===== src/bcd_pkg.sv =====
`timescale 1ns / 1ps
// Shared types and constants of the biquad cascade filter.
package bcd_pkg;

   localparam int DEF_MAX_STAGES = 8;
   localparam int SAMPLE_W       = 32;
   localparam int ACC_W          = 64;
   localparam int NUM_COEF       = 5;
   localparam int DLY_SHIFT      = 28;

   // Coefficient slots within one stage.
   localparam logic [2:0] SLOT_B0 = 3'd0;
   localparam logic [2:0] SLOT_B1 = 3'd1;
   localparam logic [2:0] SLOT_B2 = 3'd2;
   localparam logic [2:0] SLOT_A1 = 3'd3;
   localparam logic [2:0] SLOT_A2 = 3'd4;

   // Input word kinds carried on tuser.
   localparam logic OP_FILTER = 1'b0;
   localparam logic OP_LOAD   = 1'b1;

   typedef enum logic [3:0] {
      ST_IDLE,
      ST_P0,
      ST_P1,
      ST_P2,
      ST_P3,
      ST_P4,
      ST_P5,
      ST_P6,
      ST_P7,
      ST_DONE
   } state_type;

   typedef enum logic [1:0] {
      ACC_HOLD,
      ACC_ADD,
      ACC_LOAD_DLY,
      ACC_LOAD
   } acc_op_type;

   typedef enum logic [1:0] {
      SEL_Y,
      SEL_D1,
      SEL_D2
   } acc_sel_type;

   typedef struct packed {
      logic        x_load;
      logic        x_from_y;
      logic        mul_en;
      logic        mul_use_y;
      acc_op_type  acc_op;
      acc_sel_type acc_sel;
      logic        y_load;
      acc_sel_type rnd_sel;
   } mac_ctrl_type;

endpackage


===== src/bcd_mac.sv =====
`timescale 1ns / 1ps
// Shared multiply-accumulate unit with the stage accumulators and rounding.
module bcd_mac (
   input  logic                                clock,
   input  bcd_pkg::mac_ctrl_type               ctrl,
   input  logic signed [bcd_pkg::SAMPLE_W-1:0] sample,
   input  logic signed [bcd_pkg::SAMPLE_W-1:0] coef_rd,
   input  logic signed [bcd_pkg::SAMPLE_W-1:0] dly_rd,
   output logic signed [bcd_pkg::SAMPLE_W-1:0] rnd_out,
   output logic signed [bcd_pkg::SAMPLE_W-1:0] y_out
);

   import bcd_pkg::*;

   logic signed [SAMPLE_W-1:0] x_ff, x_in;
   logic signed [SAMPLE_W-1:0] y_ff, y_in;
   logic signed [SAMPLE_W-1:0] mul_b;
   logic signed [ACC_W-1:0]    prod_ff, prod_in;
   logic signed [ACC_W-1:0]    acc_y_ff, acc_y_in;
   logic signed [ACC_W-1:0]    acc_d1_ff, acc_d1_in;
   logic signed [ACC_W-1:0]    acc_d2_ff, acc_d2_in;
   logic signed [ACC_W-1:0]    acc_cur;
   logic signed [ACC_W-1:0]    add_a;
   logic signed [ACC_W-1:0]    sum;
   logic signed [ACC_W-1:0]    rnd_src;

   // Round half up from Q5.59 to Q1.31 and saturate.
   function automatic logic signed [SAMPLE_W-1:0] rnd_sat(input logic signed [ACC_W-1:0] a);
      logic signed [ACC_W-1:0]              s;
      logic signed [ACC_W-DLY_SHIFT-1:0]    r;
      logic signed [SAMPLE_W-1:0]           res;
      s = a + (ACC_W'(1) <<< (DLY_SHIFT - 1));
      r = s[ACC_W-1:DLY_SHIFT];
      if (r > (ACC_W-DLY_SHIFT)'(2147483647)) begin
         res = {1'b0, {(SAMPLE_W-1){1'b1}}};
      end else if (r < -(ACC_W-DLY_SHIFT)'(64'sd2147483648)) begin
         res = {1'b1, {(SAMPLE_W-1){1'b0}}};
      end else begin
         res = r[SAMPLE_W-1:0];
      end
      return res;
   endfunction

   assign mul_b   = ctrl.mul_use_y ? y_ff : x_ff;
   assign prod_in = ACC_W'(coef_rd) * ACC_W'(mul_b);

   always_comb begin
      case (ctrl.acc_sel)
         SEL_Y:   acc_cur = acc_y_ff;
         SEL_D1:  acc_cur = acc_d1_ff;
         SEL_D2:  acc_cur = acc_d2_ff;
         default: acc_cur = acc_y_ff;
      endcase
   end

   always_comb begin
      case (ctrl.acc_op)
         ACC_ADD:      add_a = acc_cur;
         ACC_LOAD_DLY: add_a = ACC_W'(dly_rd) <<< DLY_SHIFT;
         ACC_LOAD:     add_a = '0;
         default:      add_a = acc_cur;
      endcase
   end

   // Each product is Q3.61; the floor shift by two brings it to Q5.59.
   assign sum = add_a + (prod_ff >>> 2);

   always_comb begin
      acc_y_in  = acc_y_ff;
      acc_d1_in = acc_d1_ff;
      acc_d2_in = acc_d2_ff;
      if (ctrl.acc_op != ACC_HOLD) begin
         case (ctrl.acc_sel)
            SEL_Y:   acc_y_in  = sum;
            SEL_D1:  acc_d1_in = sum;
            SEL_D2:  acc_d2_in = sum;
            default: acc_y_in  = sum;
         endcase
      end
   end

   always_comb begin
      case (ctrl.rnd_sel)
         SEL_Y:   rnd_src = acc_y_ff;
         SEL_D1:  rnd_src = acc_d1_ff;
         SEL_D2:  rnd_src = acc_d2_ff;
         default: rnd_src = acc_y_ff;
      endcase
   end

   assign rnd_out = rnd_sat(rnd_src);

   always_comb begin
      y_in = ctrl.y_load ? rnd_out : y_ff;
      if (ctrl.x_load) begin
         x_in = sample;
      end else if (ctrl.x_from_y) begin
         x_in = y_ff;
      end else begin
         x_in = x_ff;
      end
   end

   always_ff @(posedge clock) begin
      x_ff      <= x_in;
      y_ff      <= y_in;
      acc_y_ff  <= acc_y_in;
      acc_d1_ff <= acc_d1_in;
      acc_d2_ff <= acc_d2_in;
      if (ctrl.mul_en) begin
         prod_ff <= prod_in;
      end
   end

   assign y_out = y_ff;

endmodule


===== config.mk =====
export PLATFORM = sky130hd
export DESIGN_NAME = bcd_mac
export DESIGN_NICKNAME = d
export VERILOG_FILES = /design/src/bcd_pkg.sv /design/src/bcd_mac.sv
export SDC_FILE = /design/constraint.sdc
export NUM_CORES = 2
export LEC_CHECK = 0
export BUFFER_PORTS_ARGS = -buffer_cell sky130_fd_sc_hd__buf_4
export CAP_MARGIN = 20
export CORE_UTILIZATION = 55
export CTS_BUF_LIST = sky130_fd_sc_hd__clkbuf_8 sky130_fd_sc_hd__clkbuf_16
export DETAILED_ROUTE_END_ITERATION = 6
export PLACE_DENSITY_LB_ADDON = 0.12
export SYNTH_ARGS = -nofsm -noshare
export SYNTH_HDL_FRONTEND = slang
export SYNTH_SLANG_ARGS = --single-unit

===== constraint.sdc =====
create_clock -name clock -period 18.1 [get_ports clock]
set_input_delay 0.905 -clock clock [delete_from_list [all_inputs] [get_ports clock]]
set_output_delay 0.905 -clock clock [all_outputs]
set_load 0.005 [all_outputs]

# After elaboration in Yosys (flattened, before gate mapping)

Cells that the tools add are included.

Register bits: 320
Input port bits: 108
Output and inout bits: 64

$add $sub $neg: 2
Multipliers: 1
Order comparisons: 2
Equal/unequal tests: 6
Multiplexer cells: 8
Bitwise logic cells: 1
Reduce and logical (&&, ||, !) cells: 6

Operators with widths:

| cell                                                                    | count |
|---|---|
| 64-bit case mux with 2 select lines                                     | 3 |
| 32-bit 2-to-1 mux                                                       | 5 |
| 64-bit by 29-bit adder with 64-bit output (second input constant)       | 1 |
| 64-bit by 62-bit adder with 64-bit output                               | 1 |
| 32-bit by 32-bit multiplier with 64-bit output                          | 1 |
| 36-bit by 32-bit > comparator with 1-bit output (second input constant) | 1 |
| 36-bit by 32-bit < comparator with 1-bit output (second input constant) | 1 |
| 2-bit equality test (second input constant)                             | 4 |
| 2-bit AND reduction                                                     | 3 |
| 2-bit by 1-bit equality test with 1-bit output (second input constant)  | 2 |
| 2-bit nonzero test                                                      | 2 |
| 2-bit OR reduction                                                      | 1 |
| 1-bit NOT                                                               | 1 |

# Longest topological paths before layout

Word-level depth: 6
Mapped depth: 32
Gate-level depth less buffers: 28

# Worst setup path after synthesis

OpenSTA, ideal clock, no wires.

Path kind: input -> register
From: input port ctrl[7] (netlist name)
To: register prod_ff[63], data pin
Setup time: 271 ps
Data arrival time: 9,341 ps
Path slack: 8,488 ps
Cell stages on the path: 28
Path buffers: 4
Path through: clkbuf_1 clkbuf_1 mux2_2 clkbuf_1 nand2_1 fa_1 fa_1 inv_1 fa_1 inv_1 fa_1 inv_1 fa_1 fa_1 inv_1 fa_1 fa_1 inv_1 ha_1 clkbuf_1 a21o_1 a21oi_1 o21bai_1 or3_1 o21ai_0 nor3_1 a2111oi_0 xnor2_1

Word-level cells in the longest chain between the ends: 2

RTL lines:

| what                                           | RTL line       | RTL |
|---|---|---|
| start, declared                                | bcd_mac.sv:5   | `input bcd_pkg::mac_ctrl_type ctrl,` |
| 32-bit 2-to-1 mux                              | bcd_mac.sv:44  | `assign mul_b = ctrl.mul_use_y ? y_ff : x_ff;` |
| 32-bit by 32-bit multiplier with 64-bit output | bcd_mac.sv:45  | `assign prod_in = ACC_W'(coef_rd) * ACC_W'(mul_b);` |
| via prod_in[63]                                | bcd_mac.sv:18  | `logic signed [ACC_W-1:0] prod_ff, prod_in;` |
| end signal, assigned                           | bcd_mac.sv:111 | `prod_ff <= prod_in;` |
| end, declared                                  | bcd_mac.sv:18  |  |

The timed path passes the listed nets, and every way through them passes these cells.
A chain may end at the register's enable or synchronous reset.

# Final worst setup path

From: input port ctrl[7] (netlist name)
To: register prod_ff[62], data pin

The elaborated chain is that of the path after synthesis.

==> results.tsv <==
stage	metric	value	unit
yosys	Post-synth EDFFs	318	
die	# rows	113	
global_routing	All-Layer GR Usage	0.306	
clocking	hold_buf cts	0	
die	Initial Utilization	0.558	
clocking	Worst-Skew Late Latency	600	ps
yosys	Netlist cell types	78	
routing	DRC Markers	0	
routing	DR WL met3	8360	µm
clocking	Root Buffer	clkbuf_16	
critical_path	Critical Path Source Type	input pin	
yosys	Seq/Total Area, Yosys	0.179	
routing	Max Used Layer	met5	
clocking	CTS max path bufs	3	
routing	wl on met1	55400	µm
critical_path	r2r setup slk	8480	ps
yosys	syn avg cell area	9.94	µm²
yosys	Ys Warns	0	
placed_design	gpl congestion	0.918	
global_routing	vias in the first global route	40400	
sta	RSZ-0062 raised after global routing	no	
clocking	clock sinks	318	
yosys	Syn Std Cell Area	0.0533	mm²
routing	vias per std cell	5.73	
sta	normalized max-slew margin	0.311	
clocking	CTS Buf Count	30	
critical_path	worst-path fanout max	32	
routing	final wirelength	146000	µm
outcome	status	complete, no violations	
global_routing	initial antenna violation count	8	
routing	WL per Instance	22.1	µm
layout	area grow syn2layout	5.58	%
critical_path	Worst Path Arrival	10160	ps
clocking	htree depth	1	
layout	Fillers	8416	
layout	nets	6736	
sta	Final Skew	25.8	ps
hold_path	Worst Hold Class	input pin to register	
placed_design	Post-DP HPWL	112000	µm
clocking	clock-pin slew on the worst setup and hold paths	70	ps
sta	# setup viols final	0	
critical_path	critical path class	input pin to register	
yosys	synth cell count leaders	1083 x fa_1, 1002 x inv_1, 608 x nand2_1	
yosys	count leader, synth	fa_1	
clocking	CTS tree	built	
yosys	Post-Synthesis Cells	5362	
yosys	Most used DFF post-synth	edfxtp_1	
critical_path	R2R cell count	25	
routing	Vias	37700	
sta	final hold violation count	0	
critical_path	Worst EP required	18430	ps
global_routing	largest net degree at the start of global routing	65	
clocking	postcts setup bufs	0	
routing	DR iter-0 viols	2594	
yosys	Synthesized Nets	6804	
global_routing	first-pass GRT wire length	230000	µm
placed_design	port bufs	171	
sta	Max Slew Vio Count	0	
yosys	Synth top area share	0.407	
die	core area	0.0956	mm²
clocking	post-cts sizing count	0	
critical_path	crit path capture type	register	
sta	fmax	0.102	GHz
global_routing	total gr overflow	0	
flow_run	max_cap viols	0	
routing	met2 WL	74400	µm
layout	layout cells sized above 1	0.0720	
die	Die Y	313	µm
yosys	FFs w/ async S/R, synth	0	
sta	crit path time final	9840	ps
sta	Fin Setup TNS	0	ps
die	IO Count	172	
die	Die W	313	µm
routing	1st-pass router iterations	6	
routing	antenna-violating nets left	0	
hold_path	Min-Delay Path Depth	2	
yosys	number of synthesized register bits	318	
sta	period utilization	0.543	
yosys	Synth area leader	fa_1	
yosys	Area contributors post-synth	fa_1 41%, edfxtp_1 18%, inv_1 7.1%	
sta	Worst-Margin Slew	1030	ps
die	die area	0.0982	mm²
## critical path: stages
cell and delay (ps):
buf_4 470, mux2_2 850, nand2_1 180, fa_1 570, inv_1 60, fa_1 430, fa_1 500, inv_1 50
fa_1 490, inv_1 60, fa_1 480, fa_1 560, fa_1 430, fa_1 450, ha_1 350, a21o_1 210
a311o_1 370, a311o_1 340, o21ai_1 310, o21a_1 260, o21ai_1 180, a311oi_1 560, o31a_1 310, o21ai_0 200
nor4b_1 200, or3_1 340
## final timing paths
kind | startpoint | end
worst max-delay path | ctrl[7] | prod_ff[62]$_DFFE_PP_
worst min-delay path | sample[2] | x_ff[2]$_DFFE_PP_
worst max register to register | y_out[8]$_DFFE_PP_ | prod_ff[62]$_DFFE_PP_
worst min register to register | prod_ff[2]$_DFFE_PP_ | acc_d1_ff[0]$_DFFE_PP_
## flip-flops by register name, summed over array words and instances, names as in the netlist
| signal | count |
|---|---|
| acc_d1_ff | 64 |
| acc_d2_ff | 64 |
| acc_y_ff | 64 |
| prod_ff | 62 |
| x_ff | 32 |
| y_out | 32 |
## kinds of logic after synthesis
group	count (synthesis)	synth area share
adder cells (fa/ha/maj)	1334	0.466
AO/OA/AOI/OAI	672	0.0823
buffers and inverters	1302	0.0928
multiplexers	66	0.0138
XOR/XNOR	161	0.0264
flip-flops	318	0.179
AND/OR/NAND/NOR	1509	0.140
## cell usage in the layout, fill, tap and decap left out, types with 5 or more instances in the layout
cell type,count
a22oi_1,79
nor4_1,5
o31ai_1,7
mux2_2,62
o21ai_1,5
o21bai_1,16
and3_1,16
clkinv_1,6
o21a_1,18
or3_1,6
a221o_1,16
a21oi_1,188
nand2b_1,14
a31o_2,6
nand3_1,36
fa_1,1083
o211ai_1,11
xor2_1,60
a311oi_1,6
inv_1,1007
nor3_1,22
buf_4,200
a221oi_1,10
edfxtp_1,318
a211oi_1,13
ha_1,249
xnor2_1,101
nor2b_1,81
clkbuf_16,31
o21ai_2,28
nor2_1,194
nand4_1,29
a21o_1,77
and2_1,448
nand2_1,608
o21ai_0,122
a31oi_1,30
clkinv_2,5
or2_2,19
## per-layer routing
metal / global-route usage / vias to the layer above
li1: - / 16500
met1: 0.387 / 19600
met2: 0.534 / 1269
met3: 0.0344 / 314
met4: 0.134 / 2
met5: 0 / -
## through the flow
stage	area, µm²	utilization	hold slack (ps)	worst slack, ps	cells
floorplan	53300	-	561	8490	5362
global placement	55300	0.579	650	7860	6527
detailed placement	55300	0.579	658	7630	6527
CTS	56300	0.589	576	8230	6582
global route	56300	0.589	588	7620	6585
finish	56300	0.589	611	8260	6586
## final cells by class
type / count / area, µm² / share of cell area
diodes: 4 / 10.0 / 0.000178
clock buffers: 31 / 776 / 0.0138
clock inverters: 24 / 196 / 0.00349
inverters: 1002 / 3760 / 0.0668
multi-input cells: 3742 / 38900 / 0.691
flip-flops and latches: 318 / 9550 / 0.170
well taps: 1265 / 1580 / 0.0281
repair buffers: 200 / 1500 / 0.0267
Power is left out: the tool's default activity adds up to more than one toggle a clock period on the data nets, which glitch-free logic cannot reach.
