**config.mk**
```make
export PLATFORM = sky130hd
export DESIGN_NAME = bcd_seq
export DESIGN_NICKNAME = d
export VERILOG_FILES = /design/src/bcd_pkg.sv /design/src/bcd_seq.sv
export SDC_FILE = /design/constraint.sdc
export NUM_CORES = 1
export LEC_CHECK = 0
export BUFFER_PORTS_ARGS = -buffer_cell sky130_fd_sc_hd__buf_4
export CAP_MARGIN = 10
export CORE_MARGIN = 4
export CORE_UTILIZATION = 40
export DETAILED_ROUTE_END_ITERATION = 8
export GPL_TIMING_DRIVEN = 0
export PLACE_DENSITY = 0.8
export SYNTH_ARGS = -nofsm -noshare
export SYNTH_HDL_FRONTEND = slang
export SYNTH_SLANG_ARGS = --single-unit
```
**constraint.sdc**
```tcl
create_clock -name clock -period 3.4 [get_ports clock]
set_input_delay 0.51 -clock clock [delete_from_list [all_inputs] [get_ports clock]]
set_output_delay 0.51 -clock clock [all_outputs]
set_load 0.01 [all_outputs]
```
**src/bcd_pkg.sv**
```systemverilog
`timescale 1ns / 1ps
// Shared types and constants of the biquad cascade filter.
package bcd_pkg;

   localparam int DEF_MAX_STAGES = 8;
   localparam int SAMPLE_W       = 32;
   localparam int ACC_W          = 64;
   localparam int NUM_COEF       = 5;
   localparam int DLY_SHIFT      = 28;

   // Coefficient slots within one stage.
   localparam logic [2:0] SLOT_B0 = 3'd0;
   localparam logic [2:0] SLOT_B1 = 3'd1;
   localparam logic [2:0] SLOT_B2 = 3'd2;
   localparam logic [2:0] SLOT_A1 = 3'd3;
   localparam logic [2:0] SLOT_A2 = 3'd4;

   // Input word kinds carried on tuser.
   localparam logic OP_FILTER = 1'b0;
   localparam logic OP_LOAD   = 1'b1;

   typedef enum logic [3:0] {
      ST_IDLE,
      ST_P0,
      ST_P1,
      ST_P2,
      ST_P3,
      ST_P4,
      ST_P5,
      ST_P6,
      ST_P7,
      ST_DONE
   } state_type;

   typedef enum logic [1:0] {
      ACC_HOLD,
      ACC_ADD,
      ACC_LOAD_DLY,
      ACC_LOAD
   } acc_op_type;

   typedef enum logic [1:0] {
      SEL_Y,
      SEL_D1,
      SEL_D2
   } acc_sel_type;

   typedef struct packed {
      logic        x_load;
      logic        x_from_y;
      logic        mul_en;
      logic        mul_use_y;
      acc_op_type  acc_op;
      acc_sel_type acc_sel;
      logic        y_load;
      acc_sel_type rnd_sel;
   } mac_ctrl_type;

endpackage

```
**src/bcd_seq.sv**
```systemverilog
`timescale 1ns / 1ps
// Sequencer: input handshake, per-stage step control and the result register.
module bcd_seq #(
   parameter int MAX_STAGES = bcd_pkg::DEF_MAX_STAGES,
   parameter int SW         = 3,
   parameter int CAW        = 6,
   parameter int DAW        = 4
) (
   input  logic                                clock,
   input  logic                                reset,
   input  logic                                req_tvalid,
   output logic                                req_tready,
   input  logic                                req_op,
   input  logic                                req_block_end,
   input  logic [2:0]                          req_coef_stage,
   input  logic [2:0]                          req_coef_slot,
   input  logic [SW-1:0]                       last_stage,
   input  logic signed [bcd_pkg::SAMPLE_W-1:0] y,
   output logic                                rsp_tvalid,
   input  logic                                rsp_tready,
   output logic [bcd_pkg::SAMPLE_W-1:0]        rsp_tdata,
   output logic                                rsp_tlast,
   output bcd_pkg::mac_ctrl_type               mac_ctrl,
   output logic                                coef_wr_en,
   output logic [CAW-1:0]                      coef_wr_addr,
   output logic                                coef_rd_en,
   output logic [CAW-1:0]                      coef_rd_addr,
   output logic                                dly_rd_en,
   output logic [DAW-1:0]                      dly_rd_addr,
   output logic                                dly_wr_en,
   output logic [DAW-1:0]                      dly_wr_addr
);

   import bcd_pkg::*;

   state_type             state_ff, state_in;
   logic [SW-1:0]         stage_ff, stage_in;
   logic [SW-1:0]         last_ff, last_in;
   logic                  blk_ff, blk_in;
   logic                  rsp_valid_ff, rsp_valid_in;
   logic [SAMPLE_W-1:0]   rsp_data_ff, rsp_data_in;
   logic                  rsp_last_ff, rsp_last_in;
   logic                  accept;
   logic                  out_load;
   logic [SW-1:0]         stage_next;
   logic [SW-1:0]         rd_stage;
   logic [2:0]            rd_slot;
   logic                  dly_rd_odd;
   logic                  dly_wr_odd;

   function automatic logic [CAW-1:0] coef_addr(input logic [CAW-1:0] s, input logic [2:0] slot);
      return CAW'(s * CAW'(NUM_COEF) + CAW'(slot));
   endfunction

   assign accept     = req_tvalid && req_tready;
   assign stage_next = SW'(stage_ff + SW'(1));

   always_comb begin
      state_in   = state_ff;
      stage_in   = stage_ff;
      last_in    = last_ff;
      blk_in     = blk_ff;
      req_tready = 1'b0;
      out_load   = 1'b0;
      coef_wr_en = 1'b0;
      coef_rd_en = 1'b0;
      dly_rd_en  = 1'b0;
      dly_wr_en  = 1'b0;
      rd_stage   = stage_ff;
      rd_slot    = SLOT_B0;
      dly_rd_odd = 1'b0;
      dly_wr_odd = 1'b0;
      mac_ctrl   = '{x_load: 1'b0, x_from_y: 1'b0, mul_en: 1'b0, mul_use_y: 1'b0,
                     acc_op: ACC_HOLD, acc_sel: SEL_Y, y_load: 1'b0, rnd_sel: SEL_Y};

      case (state_ff)
         ST_IDLE: begin
            req_tready = 1'b1;
            if (accept) begin
               if (req_op == OP_LOAD) begin
                  coef_wr_en = (req_coef_slot < 3'(NUM_COEF)) &&
                               (32'(req_coef_stage) < MAX_STAGES);
               end else begin
                  mac_ctrl.x_load = 1'b1;
                  stage_in        = '0;
                  last_in         = last_stage;
                  blk_in          = req_block_end;
                  state_in        = ST_P0;
               end
            end
         end
         ST_P0: begin
            coef_rd_en = 1'b1;
            rd_slot    = SLOT_B0;
            dly_rd_en  = 1'b1;
            state_in   = ST_P1;
         end
         ST_P1: begin
            mac_ctrl.mul_en = 1'b1;
            coef_rd_en      = 1'b1;
            rd_slot         = SLOT_B1;
            state_in        = ST_P2;
         end
         ST_P2: begin
            mac_ctrl.acc_op  = ACC_LOAD_DLY;
            mac_ctrl.acc_sel = SEL_Y;
            mac_ctrl.mul_en  = 1'b1;
            coef_rd_en       = 1'b1;
            rd_slot          = SLOT_B2;
            dly_rd_en        = 1'b1;
            dly_rd_odd       = 1'b1;
            state_in         = ST_P3;
         end
         ST_P3: begin
            mac_ctrl.acc_op  = ACC_LOAD_DLY;
            mac_ctrl.acc_sel = SEL_D1;
            mac_ctrl.mul_en  = 1'b1;
            mac_ctrl.y_load  = 1'b1;
            mac_ctrl.rnd_sel = SEL_Y;
            coef_rd_en       = 1'b1;
            rd_slot          = SLOT_A1;
            state_in         = ST_P4;
         end
         ST_P4: begin
            mac_ctrl.acc_op    = ACC_LOAD;
            mac_ctrl.acc_sel   = SEL_D2;
            mac_ctrl.mul_en    = 1'b1;
            mac_ctrl.mul_use_y = 1'b1;
            coef_rd_en         = 1'b1;
            rd_slot            = SLOT_A2;
            state_in           = ST_P5;
         end
         ST_P5: begin
            mac_ctrl.acc_op    = ACC_ADD;
            mac_ctrl.acc_sel   = SEL_D1;
            mac_ctrl.mul_en    = 1'b1;
            mac_ctrl.mul_use_y = 1'b1;
            state_in           = ST_P6;
         end
         ST_P6: begin
            mac_ctrl.acc_op  = ACC_ADD;
            mac_ctrl.acc_sel = SEL_D2;
            mac_ctrl.rnd_sel = SEL_D1;
            dly_wr_en        = 1'b1;
            state_in         = ST_P7;
         end
         ST_P7: begin
            mac_ctrl.rnd_sel  = SEL_D2;
            mac_ctrl.x_from_y = 1'b1;
            dly_wr_en         = 1'b1;
            dly_wr_odd        = 1'b1;
            if (stage_ff == last_ff) begin
               state_in = ST_DONE;
            end else begin
               // Fetch b0 and d1 of the next stage while this one retires.
               stage_in   = stage_next;
               rd_stage   = stage_next;
               rd_slot    = SLOT_B0;
               coef_rd_en = 1'b1;
               dly_rd_en  = 1'b1;
               state_in   = ST_P1;
            end
         end
         ST_DONE: begin
            if (!rsp_valid_ff || rsp_tready) begin
               out_load = 1'b1;
               state_in = ST_IDLE;
            end
         end
         default: begin
            state_in = ST_IDLE;
         end
      endcase
   end

   assign coef_rd_addr = coef_addr(CAW'(rd_stage), rd_slot);
   assign coef_wr_addr = coef_addr(CAW'(req_coef_stage), req_coef_slot);
   assign dly_rd_addr  = {rd_stage, dly_rd_odd};
   assign dly_wr_addr  = {stage_ff, dly_wr_odd};

   always_comb begin
      rsp_valid_in = rsp_valid_ff && !rsp_tready;
      rsp_data_in  = rsp_data_ff;
      rsp_last_in  = rsp_last_ff;
      if (out_load) begin
         rsp_valid_in = 1'b1;
         rsp_data_in  = y;
         rsp_last_in  = blk_ff;
      end
   end

   always_ff @(posedge clock) begin
      if (reset) begin
         state_ff     <= ST_IDLE;
         rsp_valid_ff <= 1'b0;
      end else begin
         state_ff     <= state_in;
         rsp_valid_ff <= rsp_valid_in;
      end
   end

   always_ff @(posedge clock) begin
      stage_ff    <= stage_in;
      last_ff     <= last_in;
      blk_ff      <= blk_in;
      rsp_data_ff <= rsp_data_in;
      rsp_last_ff <= rsp_last_in;
   end

   assign rsp_tvalid = rsp_valid_ff;
   assign rsp_tdata  = rsp_data_ff;
   assign rsp_tlast  = rsp_last_ff;

endmodule

```
# [Word level (Yosys, flattened, before mapping)]
# Cells that the tools add are included.
[totals] output_inout_bits=70 wordCells=74 reg_bits=45 input_bits=47
[op_classes] mul=2 bitwise_logic=1 addsub=3 eq_ne=13 n_reduce_logical=15 magnitude_cmp=1 n_mux=32
[ops] operator="4-bit one-hot mux with 10 select lines" n=1
[ops] operator="4-bit one-hot mux with 5 select lines" n=1
[ops] operator="1-bit two-way mux" n=17
[ops] operator="4-bit by 3-bit equality test with 1-bit output, second input constant" n=4
[ops] operator="4-bit two-way mux" n=4
[ops] operator="6-bit by 3-bit adder with 6-bit output" n=2
[ops] operator="3-bit by 3-bit multiplier with 6-bit output, second input constant" n=2
[ops] operator="3-bit two-way mux" n=4
[ops] operator="3-bit one-hot mux with 4 select lines" n=1
[ops] operator="5-bit OR reduction" n=2
[ops] operator="3-bit AND reduction" n=3
[ops] operator="4-bit by 2-bit equality test with 1-bit output, second input constant" n=2
[ops] operator="4-bit equality test, second input constant" n=2
[ops] operator="2-bit inequality test, second input constant" n=3
[ops] operator="3-bit one-hot mux with 2 select lines" n=1
[ops] operator="2-bit OR reduction" n=3
[ops] operator="4-bit by 1-bit equality test with 1-bit output, second input constant" n=1
[ops] operator="4-bit zero test" n=1
[ops] operator="1-bit one-hot mux with 2 select lines" n=2
[ops] operator="2-bit one-hot mux with 2 select lines" n=1
[ops] operator="3-bit by 1-bit adder with 3-bit output, second input constant" n=1
[ops] operator="3-bit equality test" n=1
[ops] operator="3-bit less-than comparator, second input constant" n=1
[ops] operator="1-bit logical AND" n=2
[ops] operator="other kinds (4)" n=5

# [Logic depth before layout (Yosys ltp)]
[depth] depth_word=5 ltp_mapped=13 mapped_depth_nobuf=11

# [Worst setup path after synthesis]
# No wires, ideal clock.
[synth_timing] kind="register to output" from="register state_ff[0]" to="output coef_rd_addr[5]" required_ps=2890 stages_incl_launch_ff=14 arrival_ps=3058 path_buffers=2 setup_slack_ps=-168 cell_sequence="dfxtp_1 -> buf_6 -> or4b_4 -> buf_6 -> a31oi_4 -> nand2_2 -> xnor2_1 -> ha_1 -> ha_1 -> inv_1 -> fa_1 -> nor2b_1 -> o21ai_0 -> nand2b_1"
[synth_via] elab_chain_cells=4 word_cells_on_any_way=9 cone_classes="add/sub (1); mul (1); eq/ne (5); mux (2)"
[synth_lines] item="start: declaration" line_no="bcd_seq.sv:36" source="state_type state_ff, state_in;"
[synth_lines] item="start signal: assignment" line_no="bcd_seq.sv:197" source="state_ff <= state_in;"
[synth_lines] item="4-bit equality test" line_no="bcd_seq.sv:76" source="case (state_ff)"
[synth_lines] item="3-bit two-way mux" line_no="bcd_seq.sv:76"
[synth_lines] item="via dly_rd_addr[3]" line_no="bcd_seq.sv:29" source="output logic [DAW-1:0] dly_rd_addr,"
[synth_lines] item="3-bit by 3-bit multiplier with 6-bit output" line_no="bcd_seq.sv:52" source="return CAW'(s * CAW'(NUM_COEF) + CAW'(slot));"
[synth_lines] item="6-bit by 3-bit adder with 6-bit output" line_no="bcd_seq.sv:52"
[synth_lines] item="end: declaration" line_no="bcd_seq.sv:27" source="output logic [CAW-1:0] coef_rd_addr,"
# The timed path passes the listed nets, and every way through them passes these cells.

# [Worst setup path after layout]
[layout_timing] from="register state_ff[0]" to="output coef_rd_addr[4]"
[layout_via] elab_chain_cells=4 word_cells_on_any_way=9 cone_classes="add/sub (1); mul (1); eq/ne (5); mux (2)"
[layout_lines] item="4-bit equality test" line_no="bcd_seq.sv:76"
[layout_lines] item="3-bit two-way mux" line_no="bcd_seq.sv:76"
[layout_lines] item="3-bit by 3-bit multiplier with 6-bit output" line_no="bcd_seq.sv:52"
[layout_lines] item="6-bit by 3-bit adder with 6-bit output (*)" line_no="bcd_seq.sv:52"
# Mark *: on every way between the ends. The rest lies on a longest branch, timed or not.

==> qor.yml <==
area_growth_pct: 56.7
leakage_uw: 0.00155
clock_power_share_pct: 27.0
hold_path.class: "input port to register"
avgSynthCellArea_um2: 12.8
fin_setup_tns_ns: -0.446
crit_start: "state_ff[0]"
boundaryPins: 117
cp-end-kind: "output pin"
routedWlPerCell_um: 14.7
p_sw_uw: 366
num_rows: 26
yosys_most_used_dff: "edfxtp_1"
nets: 369
async_flop_share_pct: 0
post-route-drc-count: 0
detail-route-antenna-nets: 0
place_area_um2: 3210
clock_skew_ns: 0.00562
swShare_pct: 26.0
crit_path_start_kind: "register"
grt_pass1_wl_um: 7780
max_freq_mhz: 283
hold_viol_final: 0
n_antenna_cell: 0
tightest_slew_ns: 0.929
setup_viol: 4
combPwrFrac_pct: 28.2
cts-root-buf: "clkbuf_8"
overflow: 0
synth_cell_types: 36
core_um2: 5240
start_util_pct: 42.1
p_per_area_nw_per_um2: 407
clk_pin_slew_ns: 0.08
fin_crit_ns: 3.53
synthesis.area_um2: 2210
first_iter_violations: 68
firstDrtPassIters: 4
drive_above_1_share_pct: 52.2
die-area_um2: 6770
grt_pass1_vias: 1644
worstPathRequired_ns: 2.89
ff2ff_path_depth: 4
timing.final.ws_setup_ns: -0.134
internal-power_uw: 1040
crit_path_top_delay_cell: "or4b_4"
via_per_inst: 4.70
design_area_um2: 3460
critical-path-max-stage-delay_ns: 0.54
regToRegSetupSlack_ns: 1.04
seqPwrFrac_pct: 44.8
critical_path_class: "register to output pin"
fin_crit_sh_pct: 104
rsz0062_at_grt: "true"
status: "finished with violations"
crit_top_cell: "ha_4"
crit_path_end: "coef_rd_addr[4]"
cts_tree: "yes"
ys_ff_latch: 45
clock_path_buffers: 2
dp_hpwl_um: 4310
track_usage_pct: 15.3
fp.dieH_um: 82.3
layoutNonFillerInstCount: 371
htree_levels: 2
synth_edf_count: 40
drt-total-wl_um: 5450
cts_buffers: 5
ys.warnings.count: 0
yosysSeqAreaShare_pct: 59.0
netlist_instances: 172
ir_worst_vdd_v: 0.000300
antenna_found_initial: 0
cts_hold_buf: 0
synth_nets: 240
portBuffers: 116
cap_viol_max_count: 0
path_cells: "or4b_4, a31oi_4, buf_6, xor2_4, ha_4, ha_4, ha_4, a21o_1, a21oi_2, xnor2_2, buf_4"
r2r-start: "state_ff[3]"
die_w_um: 82.3
r2r_end: "rsp_tdata[24]"
clock_latency_ns: 0.29
dp_cells: 358
dp_slack_ns: -0.248
violations: "setup timing"
vias: 1744
clock_sinks: 45
crit_path_max_fanout: 3
cp.arrival_ns: 3.02
max_slew_margin_pct: 37.9
maxSlewViolCount: 0
place.gp.congestion: 0.869
grt_max_degree: 34
## repair_timing
| action | 4_1_cts | 5_1_grt |
|---|---|---|
| pin swaps | 11 | 2 |
| setup endpoints to repair | 4 | 4 |
| buffers inserted | 8 | 0 |
| resized for setup | 18 | 1 |
## through the flow
step	hold slack, ns	power, uW	utilization, %
finish	0.394	1410	66.0
global route	0.374	1480	66.0
floorplan	0.400	844	-
global placement	0.402	1000	61.2
CTS	0.383	1420	65.8
detailed placement	0.405	1010	61.3
## state kept, by name (all words and copies together) (netlist names)
| signal | cells |
|---|---|
| last_ff | 3 |
| rsp_tvalid | 1 |
| stage_ff | 3 |
| rsp_tdata | 32 |
| blk_ff | 1 |
| state_ff | 4 |
| rsp_tlast | 1 |
## power by group through the flow
stage               clock (uW)  sequential [uW]  combinational (uW)
floorplan                    0              639                 205
global placement             0              639                 361
detailed placement           0              640                 370
CTS                        389              629                 398
global route               410              632                 438
finish                     379              630                 397
## worst max-delay path: cells and delay by family, from the launching register on
| family | cells | cell delay [ns] |
|---|---|---|
| AOI/OAI and AO/OA | 3 | 0.58 |
| xor gates and xnor gates | 2 | 0.31 |
| adders and majority gates | 3 | 0.70 |
| buffers and inverters | 2 | 0.28 |
| DFF | 1 | 0.35 |
| and+or+nand+nor | 1 | 0.54 |
## synth_stat cells (2+ instances only)
cell,instances,area (um2)
xnor2_1,9,78.8
buf_6,2,22.5
edfxtp_1,40,1200
fa_1,2,40.0
nor3_1,6,30.0
o21ai_0,5,25.0
a21o_1,4,30.0
nand2b_1,4,25.0
a21oi_1,5,25.0
nand2_1,9,33.8
nor2_1,18,67.6
nand3_1,2,10.0
a31oi_1,2,12.5
xor2_1,3,26.3
dfxtp_1,5,100
nor2b_1,2,12.5
buf_4,3,22.5
inv_1,10,37.5
ha_1,19,238
clkbuf_1,6,22.5
## per-layer routing
metal	track usage, %	wire, um	vias to the layer above	share of wire (%)
li1	-	-	863	-
met1	18.8	2020	821	37
met2	26.4	3000	56	55
met3	3.58	343	4	6.3
met4	4.98	76	0	1.4
met5	0	0	-	0
## worst min path at each step
stage / slack [ns] / to / depth (start not counted) / startpoint
2_1_floorplan: 0.40 / rsp_tlast / 0 / blk_ff
3_3_place_gp: 0.40 / rsp_tlast / 0 / blk_ff
3_5_place_dp: 0.41 / rsp_tlast / 0 / blk_ff
4_1_cts: 0.38 / rsp_tdata[8] / 1 / y[8]
5_1_grt: 0.37 / rsp_tdata[1] / 1 / y[1]
6_report: 0.39 / rsp_tdata[28] / 1 / y[28]
## cells in the final DEF, fill, tap and decap left out, drive strengths merged
cell | netlist | routed
a211oi | 1 | 1
bufinv | 0 | 1
nor4 | 1 | 1
a221oi | 1 | 1
inv | 11 | 11
ha | 19 | 19
nor2b | 2 | 2
a21oi | 5 | 5
o21a | 1 | 1
clkinv | 0 | 1
nor2 | 18 | 18
nand3 | 2 | 2
buf | 5 | 127
and3 | 1 | 1
nand2b | 4 | 4
dfxtp | 5 | 5
xnor2 | 9 | 9
mux2i | 1 | 1
a21o | 4 | 4
nand4 | 1 | 1
o21ai | 6 | 6
or4b | 1 | 1
clkbuf | 6 | 11
nand2 | 10 | 10
edfxtp | 40 | 40
fa | 2 | 2
o211ai | 1 | 1
a31oi | 3 | 3
nor3 | 6 | 6
o311ai | 1 | 1
mux2 | 2 | 2
xor2 | 3 | 3
## kinds of logic (layout without fill, tap and decap cells)
group | after synthesis | count (layout) | synth area share, %
buffers and inverters | 22 | 151 | 4.93
multiplexers | 3 | 3 | 1.64
AO/OA/AOI/OAI | 23 | 23 | 7.20
flip-flops | 45 | 45 | 59.0
XOR/XNOR | 12 | 12 | 4.77
adder cells (fa/ha/maj) | 21 | 21 | 12.6
AND/OR/NAND/NOR | 46 | 46 | 9.87
## cell type report
| type | count | area [um2] |
|---|---|---|
| plain buffers | 9 | 45.0 |
| repair buffers | 124 | 942 |
| fillers | 405 | 1780 |
| multi-input cells | 105 | 930 |
| clock inverters | 2 | 35.0 |
| flip-flops and latches | 45 | 1310 |
| clock buffers | 5 | 68.8 |
| well taps | 70 | 87.6 |
| inverters | 11 | 41.3 |
Note: power is estimated with default switching activity, not from simulation.
