## src/bcd_ram.sv

```systemverilog
`timescale 1ns / 1ps
// Single write port, single read port memory with per-entry valid bits.
module bcd_ram #(
   parameter int DEPTH = 40,
   parameter int AW    = 6,
   parameter int W     = 32
) (
   input  logic          clock,
   input  logic          reset,
   input  logic          wr_en,
   input  logic [AW-1:0] wr_addr,
   input  logic [W-1:0]  wr_data,
   input  logic          rd_en,
   input  logic [AW-1:0] rd_addr,
   output logic [W-1:0]  rd_data
);

   logic [W-1:0]     mem_ff [DEPTH];
   logic [DEPTH-1:0] valid_ff;
   logic [W-1:0]     rd_data_ff;

   always_ff @(posedge clock) begin
      if (reset) begin
         valid_ff <= '0;
      end else if (wr_en) begin
         valid_ff[wr_addr] <= 1'b1;
      end
   end

   always_ff @(posedge clock) begin
      if (wr_en) begin
         mem_ff[wr_addr] <= wr_data;
      end
   end

   // An entry never written since reset reads as zero.
   always_ff @(posedge clock) begin
      if (rd_en) begin
         rd_data_ff <= valid_ff[rd_addr] ? mem_ff[rd_addr] : '0;
      end
   end

   assign rd_data = rd_data_ff;

endmodule

```

## config.mk

```make
export PLATFORM = sky130hd
export DESIGN_NAME = bcd_ram
export DESIGN_NICKNAME = d
export VERILOG_FILES = /design/src/bcd_ram.sv
export SDC_FILE = /design/constraint.sdc
export NUM_CORES = 1
export LEC_CHECK = 0
export ABC_AREA = 1
export BUFFER_PORTS_ARGS = -buffer_cell sky130_fd_sc_hd__clkbuf_2
export CORE_MARGIN = 2
export CORE_UTILIZATION = 25
export CTS_BUF_LIST = sky130_fd_sc_hd__clkbuf_16
export DETAILED_ROUTE_END_ITERATION = 8
export PLACE_DENSITY = 0.39
export SLEW_MARGIN = 5
export SYNTH_ARGS = -nofsm -noshare
export SYNTH_HDL_FRONTEND = slang
export SYNTH_SLANG_ARGS = --single-unit
```

## constraint.sdc

```tcl
create_clock -name clock -period 2.8 [get_ports clock]
set_input_delay 0.28 -clock clock [delete_from_list [all_inputs] [get_ports clock]]
set_output_delay 0.28 -clock clock [all_outputs]
set_load 0.01 [all_outputs]
```

After elaboration in Yosys (flattened, before gate mapping)
Memories as Yosys holds them, arrays and structs flattened. A register that Yosys moved wholly into a read port is not among the register bits.
Index checks and enable logic that the tools add are counted.
- register bits: 40
- bits in writable memories: 1280
- output and inout bits: 32
- logic and storage cells: 14
- memories kept: 1
- memories (memory ; words ; bits a word ; read ports ; clocked after memory_dff ; write ports ; RTL line ; text):
    mem_ff ; 40 ; 32 ; 1 ; 1 ; 1 ; 18 ; logic [W-1:0] mem_ff [DEPTH];
- $lt $le $gt $ge: 3
- muxes and demuxes: 6
- bitwise logic cells: 1
- reductions and logical operators: 2
- operator list (operator ; number):
    40-bit OR ; 1
    6-bit by 7-bit less-than comparator with 1-bit output, second input constant ; 2
    1-bit binary-select mux with 6-bit select ; 1
    1-bit demux with 6-bit select ; 1
    6-bit by 1-bit >= comparator with 1-bit output, second input constant ; 1
    1-bit 2-to-1 mux ; 4
    1-bit logical AND ; 1
    1-bit logical NOT ; 1

Longest topological paths before layout
Gate-level depths: netlist of the first run.
- depth in word-level cells: 5
- depth in mapped cells: 16

Least setup slack after synthesis of the first run
No wires, ideal clock.
- kind: input port to flip-flop
- start: input port wr_en
- end: memory mem_ff[10][0], enable pin
- arrival: 2.186 ns
- required time: 2.377 ns
- slack: 0.192 ns
- stages: 4
- path buffers: 0
- path through: clkinv_1 nor3_1 inv_1 nor2_1
- word-level cells in the longest chain between the ends: 2
- ends and longest elaborated chain (what ; RTL line ; text):
    from (decl) ; 10 ; input logic wr_en,
    1-bit 2-to-1 mux ; 31 ; if (wr_en) begin
    1-bit 2-to-1 mux (implied by the code) ; 32 ; mem_ff[wr_addr] <= wr_data;
    to (decl) ; 18 ;
No other way between the ends.

Final worst setup path of the first run
- start: input port rd_addr[0]
- end: register rd_data_ff[26], in the netlist rd_data[26] (read register of mem_ff), data pin
- word-level cells in the longest chain between the ends: 3
- ends and longest elaborated chain (what ; RTL line ; text):
    from (decl) ; 14 ; input logic [AW-1:0] rd_addr,
    1-bit binary-select mux with 6-bit select ; 39 ; rd_data_ff <= valid_ff[rd_addr] ? mem_ff[rd_addr] : '0;
    1-bit 2-to-1 mux (implied by the code) ; 39 ;
    1-bit logical NOT (no source line) ; n/a ;
    to (decl) ; 20 ; logic [W-1:0] rd_data_ff;
Several ways; a longest one is shown, not always the timed one. The select of a mux whose other input is x is not followed.
A chain may end at the register's enable or synchronous reset.

==> impl_metrics.xml, run 1 <==
<?xml version="1.0" encoding="UTF-8"?>
<metrics>
  <group name="run_status">
    <metric name="outcome" unit="">finished clean</metric>
  </group>
  <group name="sta">
    <metric name="final.setup_skew" unit="ns">0.0261</metric>
    <metric name="fin_crit" unit="ns">1.94</metric>
    <metric name="final_min_period_over_clock_period" unit="">0.691</metric>
    <metric name="rsz_0062_raised_after_global_routing" unit="">no</metric>
    <metric name="finalHoldViolCount" unit="">0</metric>
    <metric name="timing.final.max_slew_violations" unit="">0</metric>
    <metric name="final-setup-viol-count" unit="">0</metric>
    <metric name="timing.max_slew.rel_slack" unit="">0.368</metric>
    <metric name="clock.fmax" unit="MHz">517</metric>
    <metric name="slew_at_the_pin_closest_to_its_max_slew_limit" unit="ns">0.948</metric>
  </group>
  <group name="pwr">
    <metric name="ir_drop" unit="mV">0.665</metric>
    <metric name="power_per_cell_area" unit="nW/µm²">690</metric>
    <metric name="switching_share" unit="">0.230</metric>
    <metric name="power.static_leakage" unit="nW">22.9</metric>
    <metric name="sequentialPowerShare" unit="">0.502</metric>
    <metric name="internal-power" unit="mW">34.4</metric>
    <metric name="comb_power_share" unit="">0.061</metric>
    <metric name="clock_power_share" unit="">0.437</metric>
    <metric name="power.total" unit="mW">44.7</metric>
    <metric name="p_switching" unit="mW">10.3</metric>
  </group>
  <group name="clock_network">
    <metric name="maximum_clock_insertion_buffer_count" unit="">3</metric>
    <metric name="tritoncts_clock_tree" unit="">built</metric>
    <metric name="post_cts.repair.setup_buffers" unit="">0</metric>
    <metric name="htreeDepth" unit="">4</metric>
    <metric name="cts_sinks" unit="">1352</metric>
    <metric name="clkTransAtPathRegs" unit="ns">0.06</metric>
    <metric name="post_cts_resized" unit="">0</metric>
    <metric name="ctsHoldBuffers" unit="">0</metric>
    <metric name="clock-root-buffer" unit="">clkbuf_16</metric>
    <metric name="worst_skew_pair.late_latency" unit="ns">0.79</metric>
    <metric name="cts_buffers" unit="">153</metric>
  </group>
  <group name="layout">
    <metric name="area_growth" unit="%">18.6</metric>
    <metric name="final_layout_size_suffix_gt1_frac" unit="">0.110</metric>
    <metric name="layout.core_utilization" unit="">0.298</metric>
    <metric name="fin_nets" unit="">4832</metric>
    <metric name="final_cells" unit="">7760</metric>
  </group>
  <group name="route">
    <metric name="wire_per_inst" unit="µm">24.9</metric>
    <metric name="route.detailed.drc" unit="">0</metric>
    <metric name="wl_met2" unit="mm">95.5</metric>
    <metric name="drt-total-wl" unit="mm">193</metric>
    <metric name="dr.max_layer_used" unit="">met5</metric>
    <metric name="count_of_tritonroute_iterations_in_the_first_routing_pass" unit="">5</metric>
    <metric name="route.layer.met1.wl" unit="mm">87.3</metric>
    <metric name="routed-wl-met3" unit="mm">6.55</metric>
    <metric name="detail_route.vias_per_cell" unit="">4.60</metric>
    <metric name="drt_first_iter_violations" unit="">2919</metric>
    <metric name="vias" unit="">35700</metric>
    <metric name="drt.antenna.violating_nets" unit="">0</metric>
  </group>
  <group name="setup_path">
    <metric name="worstSetupEndpointType" unit="">register</metric>
    <metric name="rrSetupSlack" unit="ns">0.98</metric>
    <metric name="critical_path_class" unit="">in2reg</metric>
    <metric name="worst-endpoint-required" unit="ns">3.31</metric>
    <metric name="worstPathMaxFanout" unit="">81</metric>
    <metric name="worst_r2r_startpoint" unit="">valid_ff[0]$_SDFFE_PP0P_</metric>
    <metric name="worst-endpoint-arrival" unit="ns">2.45</metric>
    <metric name="worst_setup_path_start_kind" unit="">primary input</metric>
    <metric name="worstReg2RegEnd" unit="">rd_data[8]$_SDFFCE_PN0P_</metric>
    <metric name="number_of_cells_on_the_worst_reg_to_reg_path" unit="">12</metric>
  </group>
  <group name="placement">
    <metric name="placed_cells" unit="">7483</metric>
    <metric name="hpwlAfterDp" unit="mm">104</metric>
    <metric name="portBuffers" unit="">79</metric>
    <metric name="rd_place_congestion" unit="">0.746</metric>
  </group>
  <group name="yosys">
    <metric name="postSynth.asyncResetShare" unit="">0</metric>
    <metric name="mapped_cell_area" unit="µm²">54600</metric>
    <metric name="synth-seq-cells" unit="">1352</metric>
    <metric name="synth_enable_flop_cells" unit="">1312</metric>
    <metric name="synth_cell_type_count" unit="">25</metric>
    <metric name="yosys_warnings" unit="">0</metric>
    <metric name="part_of_the_yosys_area_used_for_sequential_elements" unit="">0.736</metric>
    <metric name="synth_nets" unit="">4696</metric>
    <metric name="synth_top_cells_by_area" unit="">edfxtp_1 (72%), nand2_1 (9.3%), nand3_1 (7.0%)</metric>
    <metric name="synth_top_cells_by_count" unit="">nand2_1 (1,351), edfxtp_1 (1,312), nand3_1 (768), nor2_1 (425), buf_2 (139)</metric>
    <metric name="synth_top_area_cell" unit="">edfxtp_1</metric>
    <metric name="syn-instance-count" unit="">4648</metric>
    <metric name="yosysTopAreaCellShare" unit="">0.722</metric>
    <metric name="postSynthAreaPerCell" unit="µm²">11.7</metric>
    <metric name="postSynth.topFlopCell" unit="">edfxtp_1</metric>
    <metric name="yosysMostFrequentCell" unit="">nand2_1</metric>
  </group>
  <group name="global_route">
    <metric name="gr-total-overflow" unit="">0</metric>
    <metric name="total_routing_resource_utilization_after_global_routing" unit="">0.172</metric>
    <metric name="global_route_wire_length_before_repair" unit="mm">274</metric>
    <metric name="pin_count_of_the_biggest_net_entering_global_routing" unit="">110</metric>
    <metric name="grt_pass1_vias" unit="">35100</metric>
    <metric name="grt_antenna_before_repair" unit="">9</metric>
  </group>
  <group name="floorplan">
    <metric name="core" unit="µm²">217000</metric>
    <metric name="rows" unit="">171</metric>
    <metric name="floorplan.io_pins" unit="">80</metric>
    <metric name="initial_utilization" unit="">0.251</metric>
    <metric name="fp.dieArea" unit="µm²">222000</metric>
    <metric name="chipWidth" unit="µm">471</metric>
    <metric name="fp.dieH" unit="µm">471</metric>
  </group>
  <group name="min_path">
    <metric name="holdCritStartpoint" unit="">wr_addr[1]</metric>
    <metric name="hold_path_depth" unit="">4</metric>
    <metric name="timing.hold.worst_endpoint" unit="">mem_ff[13][0]$_DFFE_PP_</metric>
    <metric name="worstHoldPathType" unit="">in2reg</metric>
  </group>
  <group name="run">
    <metric name="maxCapViolations" unit="">0</metric>
  </group>
</metrics>
kinds of logic after synthesis:
| group | share of synthesized area |
|---|---|
| flops | 0.736 |
| simple gates | 0.194 |
| buf+inv | 0.0366 |
| compound gates | 0.0335 |
cells in the final DEF (no fill, tap or decap):
| master | count |
|---|---|
| nor2_4 | 42 |
| inv_1 | 174 |
| inv_8 | 2 |
| nor2_1 | 383 |
| inv_16 | 2 |
| clkbuf_16 | 162 |
| dfxtp_1 | 40 |
| o2111ai_4 | 1 |
| a21oi_1 | 88 |
| o211ai_1 | 30 |
| a21oi_2 | 20 |
| clkinv_2 | 24 |
| clkinv_8 | 1 |
| edfxtp_1 | 1312 |
| o221ai_1 | 7 |
| inv_2 | 2 |
| nand2_1 | 1351 |
| inv_6 | 2 |
| nand3_1 | 768 |
| buf_8 | 2 |
| o211ai_2 | 1 |
| buf_12 | 84 |
| clkbuf_2 | 76 |
| clkinv_1 | 32 |
| o21ai_0 | 133 |
| nand2_2 | 1 |
| o21ai_1 | 7 |
| bufinv_16 | 10 |
| clkinvlp_4 | 2 |
| clkbuf_8 | 1 |
| diode_2 | 1 |
| clkinv_16 | 1 |
| nor3_1 | 10 |
| buf_4 | 104 |
| o22ai_1 | 30 |
registers in the layout, summed over array words and instances (netlist names):
signal / count
mem_ff: 1280
valid_ff: 40
rd_data: 32
critical path: stages:
cell and delay (ns):
buf_8 0.23, clkinv_16 0.26, buf_12 0.27, buf_4 0.24, nand2_1 0.07, nand3_1 0.06
nand3_1 0.09, nand2_1 0.05, nand2_1 0.05, nand3_1 0.07, a21oi_1 0.52, a21oi_2 0.13
cell type report:
cell class / instances / area (µm²)
sequential: 1352 / 40200
clock inverter: 114 / 783
inverter: 138 / 559
antenna: 1 / 2.50
tap: 2854 / 3570
timing repair buffer: 267 / 2890
multi-input combinational: 2872 / 12700
clock buffer: 162 / 4050
fill: 22100 / 152000
power by group through the flow:
| stage | logic, mW | registers (mW) | clock network [mW] |
|---|---|---|---|
| floorplan | 1.42 | 22.8 | 0 |
| global placement | 2.76 | 22.9 | 0 |
| detailed placement | 2.75 | 22.9 | 0 |
| CTS | 2.76 | 22.4 | 20.0 |
| global route | 2.99 | 22.4 | 20.7 |
| finish | 2.71 | 22.4 | 19.5 |
layer usage:
metal	vias to the layer above	global-route usage
met3	205	0.0228
met1	18300	0.229
li1	16500	-
met2	727	0.294
met5	-	0
met4	8	0.0389
worst max-delay path by stage:
stage	from	endpoint	slack (ns)	cells after the start
2_1_floorplan	wr_en	mem_ff[10][0]$_DFFE_PP_	0.19	4
3_3_place_gp	rd_addr[0]	rd_data[26]$_SDFFCE_PN0P_	-0.05	12
3_5_place_dp	rd_addr[0]	rd_data[26]$_SDFFCE_PN0P_	-0.003	12
4_1_cts	rd_data[20]$_SDFFCE_PN0P_	rd_data[20]	0.82	1
5_1_grt	rd_addr[0]	rd_data[26]$_SDFFCE_PN0P_	0.68	10
6_report	rd_addr[0]	rd_data[26]$_SDFFCE_PN0P_	0.86	12
per-stage QoR:
| stage | setup TNS (ns) | hold WS (ns) | setup slack (ns) | area (µm²) |
|---|---|---|---|---|
| 2_1_floorplan | 0 | 0.379 | 0.192 | 54600 |
| 3_3_place_gp | -0.0507 | 0.447 | -0.0507 | 59900 |
| 3_5_place_dp | -0.00277 | 0.459 | -0.00277 | 59900 |
| 4_1_cts | 0 | 0.119 | 0.823 | 64800 |
| 5_1_grt | 0 | 0.191 | 0.680 | 64800 |
| 6_report | 0 | 0.175 | 0.865 | 64800 |
(Power assumes the default switching activity.)
==> run 2, diff against run 1 <==
==> constraint.sdc (replaced) <==
create_clock -name clock -period 1.72 [get_ports clock]
set_input_delay 0.172 -clock clock [delete_from_list [all_inputs] [get_ports clock]]
set_output_delay 0.172 -clock clock [all_outputs]
set_load 0.01 [all_outputs]
==> run 2 against run 1 <==
Compared with the run above:
- critical path depth fell by 11
- wire length barely moved
- via count rose by 2.1%
- global-route usage barely moved
- sequential power rose by 63%
- the flow now finishes with violations (setup timing)
- largest cell class unchanged
- non-clock buffer count rose by 266
==> impl_metrics.xml, run 2 (synthesis results as in run 1) <==
<?xml version="1.0" encoding="UTF-8"?>
<metrics>
  <group name="run_status">
    <metric name="outcome" unit="">complete, but fails checks</metric>
    <metric name="violated_checks" unit="">setup timing</metric>
  </group>
  <group name="setup_path">
    <metric name="number_of_cells_on_the_worst_reg_to_reg_path" unit="">12</metric>
    <metric name="worst-endpoint-required" unit="ns">1.55</metric>
    <metric name="worstPathMaxFanout" unit="">1</metric>
    <metric name="worst_setup_path_endpoint" unit="">rd_data[23]</metric>
    <metric name="worst_setup_path_start_kind" unit="">register</metric>
    <metric name="critical_path.slowest_cell" unit="">edfxtp_1</metric>
    <metric name="worst_r2r_startpoint" unit="">valid_ff[20]$_SDFFE_PP0P_</metric>
    <metric name="critical_path_class" unit="">reg2out</metric>
    <metric name="worstReg2RegEnd" unit="">rd_data[24]$_SDFFCE_PN0P_</metric>
    <metric name="critical_path_depth" unit="">1</metric>
    <metric name="startpoint" unit="">rd_data[23]$_SDFFCE_PN0P_</metric>
    <metric name="worstSetupEndpointType" unit="">output port</metric>
    <metric name="rrSetupSlack" unit="ns">0.05</metric>
    <metric name="worst-endpoint-arrival" unit="ns">1.60</metric>
    <metric name="cpLargestDelayFamily" unit="">flip-flops</metric>
    <metric name="worst_path_largest_cell_delay" unit="ns">0.58</metric>
    <metric name="crit_chain" unit="">clkbuf_8</metric>
    <metric name="worst-path-buf-inv" unit="">1</metric>
  </group>
  <group name="layout">
    <metric name="area_growth" unit="%">24.1</metric>
    <metric name="largest_register_ff_count" unit="">1280</metric>
    <metric name="final_layout_size_suffix_gt1_frac" unit="">0.155</metric>
    <metric name="layout_common_cells" unit="">nand2_1 (1,341), edfxtp_1 (1,312), nand3_1 (764), nor2_1 (383), buf_4 (260)</metric>
    <metric name="largest_register" unit="">mem_ff</metric>
    <metric name="fin_nets" unit="">5100</metric>
    <metric name="layout.core_utilization" unit="">0.312</metric>
    <metric name="fillerInstances" unit="">21900</metric>
    <metric name="mostFrequentLayoutCell" unit="">nand2_1</metric>
    <metric name="final_area" unit="µm²">67700</metric>
  </group>
  <group name="sta">
    <metric name="totalNegativeSetupSlack" unit="ns">-0.0516</metric>
    <metric name="clock.fmax" unit="MHz">564</metric>
    <metric name="rsz_0062_raised_after_global_routing" unit="">yes</metric>
    <metric name="timing.max_slew.rel_slack" unit="">0.489</metric>
    <metric name="timing.final.max_slew_violations" unit="">0</metric>
    <metric name="final_min_period_over_clock_period" unit="">1.03</metric>
    <metric name="final-setup-viol-count" unit="">1</metric>
    <metric name="min_setup_slack_post_route" unit="ns">-0.0516</metric>
    <metric name="finalHoldViolCount" unit="">0</metric>
    <metric name="fin_crit" unit="ns">1.77</metric>
    <metric name="slew_at_the_pin_closest_to_its_max_slew_limit" unit="ns">0.766</metric>
    <metric name="final.setup_skew" unit="ns">0.0325</metric>
  </group>
  <group name="clock_network">
    <metric name="htreeDepth" unit="">4</metric>
    <metric name="cts_buffers" unit="">155</metric>
    <metric name="clock-root-buffer" unit="">clkbuf_16</metric>
    <metric name="maximum_clock_insertion_buffer_count" unit="">3</metric>
    <metric name="clkTransAtPathRegs" unit="ns">0.06</metric>
    <metric name="cts_sinks" unit="">1352</metric>
    <metric name="tritoncts_clock_tree" unit="">built</metric>
    <metric name="worst_skew_pair.late_latency" unit="ns">0.79</metric>
  </group>
  <group name="pwr">
    <metric name="ir_drop" unit="mV">0.793</metric>
    <metric name="power.static_leakage" unit="nW">24.3</metric>
    <metric name="power_per_cell_area" unit="nW/µm²">1070</metric>
  </group>
  <group name="floorplan">
    <metric name="fp.dieH" unit="µm">471</metric>
    <metric name="chipWidth" unit="µm">471</metric>
    <metric name="initial_utilization" unit="">0.251</metric>
    <metric name="rows" unit="">171</metric>
    <metric name="core" unit="µm²">217000</metric>
    <metric name="fp.dieArea" unit="µm²">222000</metric>
    <metric name="floorplan.io_pins" unit="">80</metric>
  </group>
  <group name="placement">
    <metric name="hpwlAfterDp" unit="mm">117</metric>
    <metric name="rd_place_congestion" unit="">0.789</metric>
    <metric name="portBuffers" unit="">79</metric>
    <metric name="instance_area_at_placement" unit="µm²">62600</metric>
  </group>
  <group name="global_route">
    <metric name="grt_antenna_before_repair" unit="">5</metric>
    <metric name="global_route_wire_length_before_repair" unit="mm">275</metric>
    <metric name="gr-total-overflow" unit="">0</metric>
    <metric name="pin_count_of_the_biggest_net_entering_global_routing" unit="">87</metric>
    <metric name="grt_pass1_vias" unit="">36000</metric>
    <metric name="total_routing_resource_utilization_after_global_routing" unit="">0.171</metric>
  </group>
  <group name="run">
    <metric name="maxCapViolations" unit="">0</metric>
  </group>
  <group name="route">
    <metric name="drt.antenna.violating_nets" unit="">0</metric>
    <metric name="route.detailed.drc" unit="">0</metric>
    <metric name="drt-total-wl" unit="mm">193</metric>
    <metric name="detail_route.vias_per_cell" unit="">4.55</metric>
    <metric name="wire_per_inst" unit="µm">24.1</metric>
    <metric name="count_of_tritonroute_iterations_in_the_first_routing_pass" unit="">6</metric>
    <metric name="drt_first_iter_violations" unit="">2736</metric>
    <metric name="vias" unit="">36500</metric>
  </group>
  <group name="min_path">
    <metric name="worstHoldPathType" unit="">in2reg</metric>
  </group>
</metrics>
## run 2: cell count changes in the layout (fill, tap and decap cells not counted), sizes merged
cell / previous run / this run
buf: 190 / 425
clkbuf: 239 / 234
dlygate4sd3: 0 / 31
clkinv: 58 / 61
diode: 1 / 3
bufinv: 10 / 5
clkinvlp: 2 / 4
## run 2: per-layer routing
layer  GRT usage  part of all wire
met1       0.239              0.47
met2       0.283              0.48
met3      0.0216             0.033
met4      0.0363             0.018
met5           0                 0
## run 2: metrics by stage
| step | total power [mW] | instances | hold slack (ns) | setup WS (ns) |
|---|---|---|---|---|
| 2_1_floorplan | 39.5 | 4648 | 0.271 | -0.305 |
| 3_3_place_gp | 42.3 | 7714 | 0.446 | -0.752 |
| 3_5_place_dp | 42.3 | 7714 | 0.455 | -0.741 |
| 4_1_cts | 73.2 | 8016 | 0.0797 | -0.212 |
| 5_1_grt | 74.9 | 8022 | 0.188 | -0.150 |
| 6_report | 72.3 | 8023 | 0.151 | -0.0516 |
## run 2: power by group
group | internal [mW] | switching (mW)
Combinational | 1.70 | 3.44
Clock | 17.2 | 13.5
Sequential | 36.4 | 0.0979
Total | 55.3 | 17.0
## run 2: layout make-up
cell class                 instances  area, µm²  share of cell area
multi-input combinational       2872      12800               0.189
antenna                            3       7.51            0.000111
clock inverter                   114        683              0.0101
clock buffer                     157       3930              0.0580
sequential                      1352      40200               0.594
tap                             2854       3570              0.0527
inverter                         138        559             0.00826
timing repair buffer             533       5940              0.0878
## run 2: worst min path at each step
| stage | from | endpoint | slack [ns] | cells after the start |
|---|---|---|---|---|
| floorplan | wr_data[0] | mem_ff[0][0]$_DFFE_PP_ | 0.27 | 0 |
| global placement | valid_ff[1]$_SDFFE_PP0P_ | valid_ff[1]$_SDFFE_PP0P_ | 0.45 | 2 |
| detailed placement | valid_ff[9]$_SDFFE_PP0P_ | valid_ff[9]$_SDFFE_PP0P_ | 0.45 | 2 |
| CTS | wr_data[11] | mem_ff[1][11]$_DFFE_PP_ | 0.08 | 1 |
| global route | wr_data[18] | mem_ff[2][18]$_DFFE_PP_ | 0.19 | 1 |
| finish | wr_data[11] | mem_ff[5][11]$_DFFE_PP_ | 0.15 | 1 |
## run 2: what timing repair did
action	4_1_cts	5_1_grt
hold buffers	31	0
pin swaps	0	8
cloned	0	1
buffers inserted	0	3
gates resized for setup	9	36
endpoints found under the setup margin	9	31
endpoints found under the hold margin	1114	0
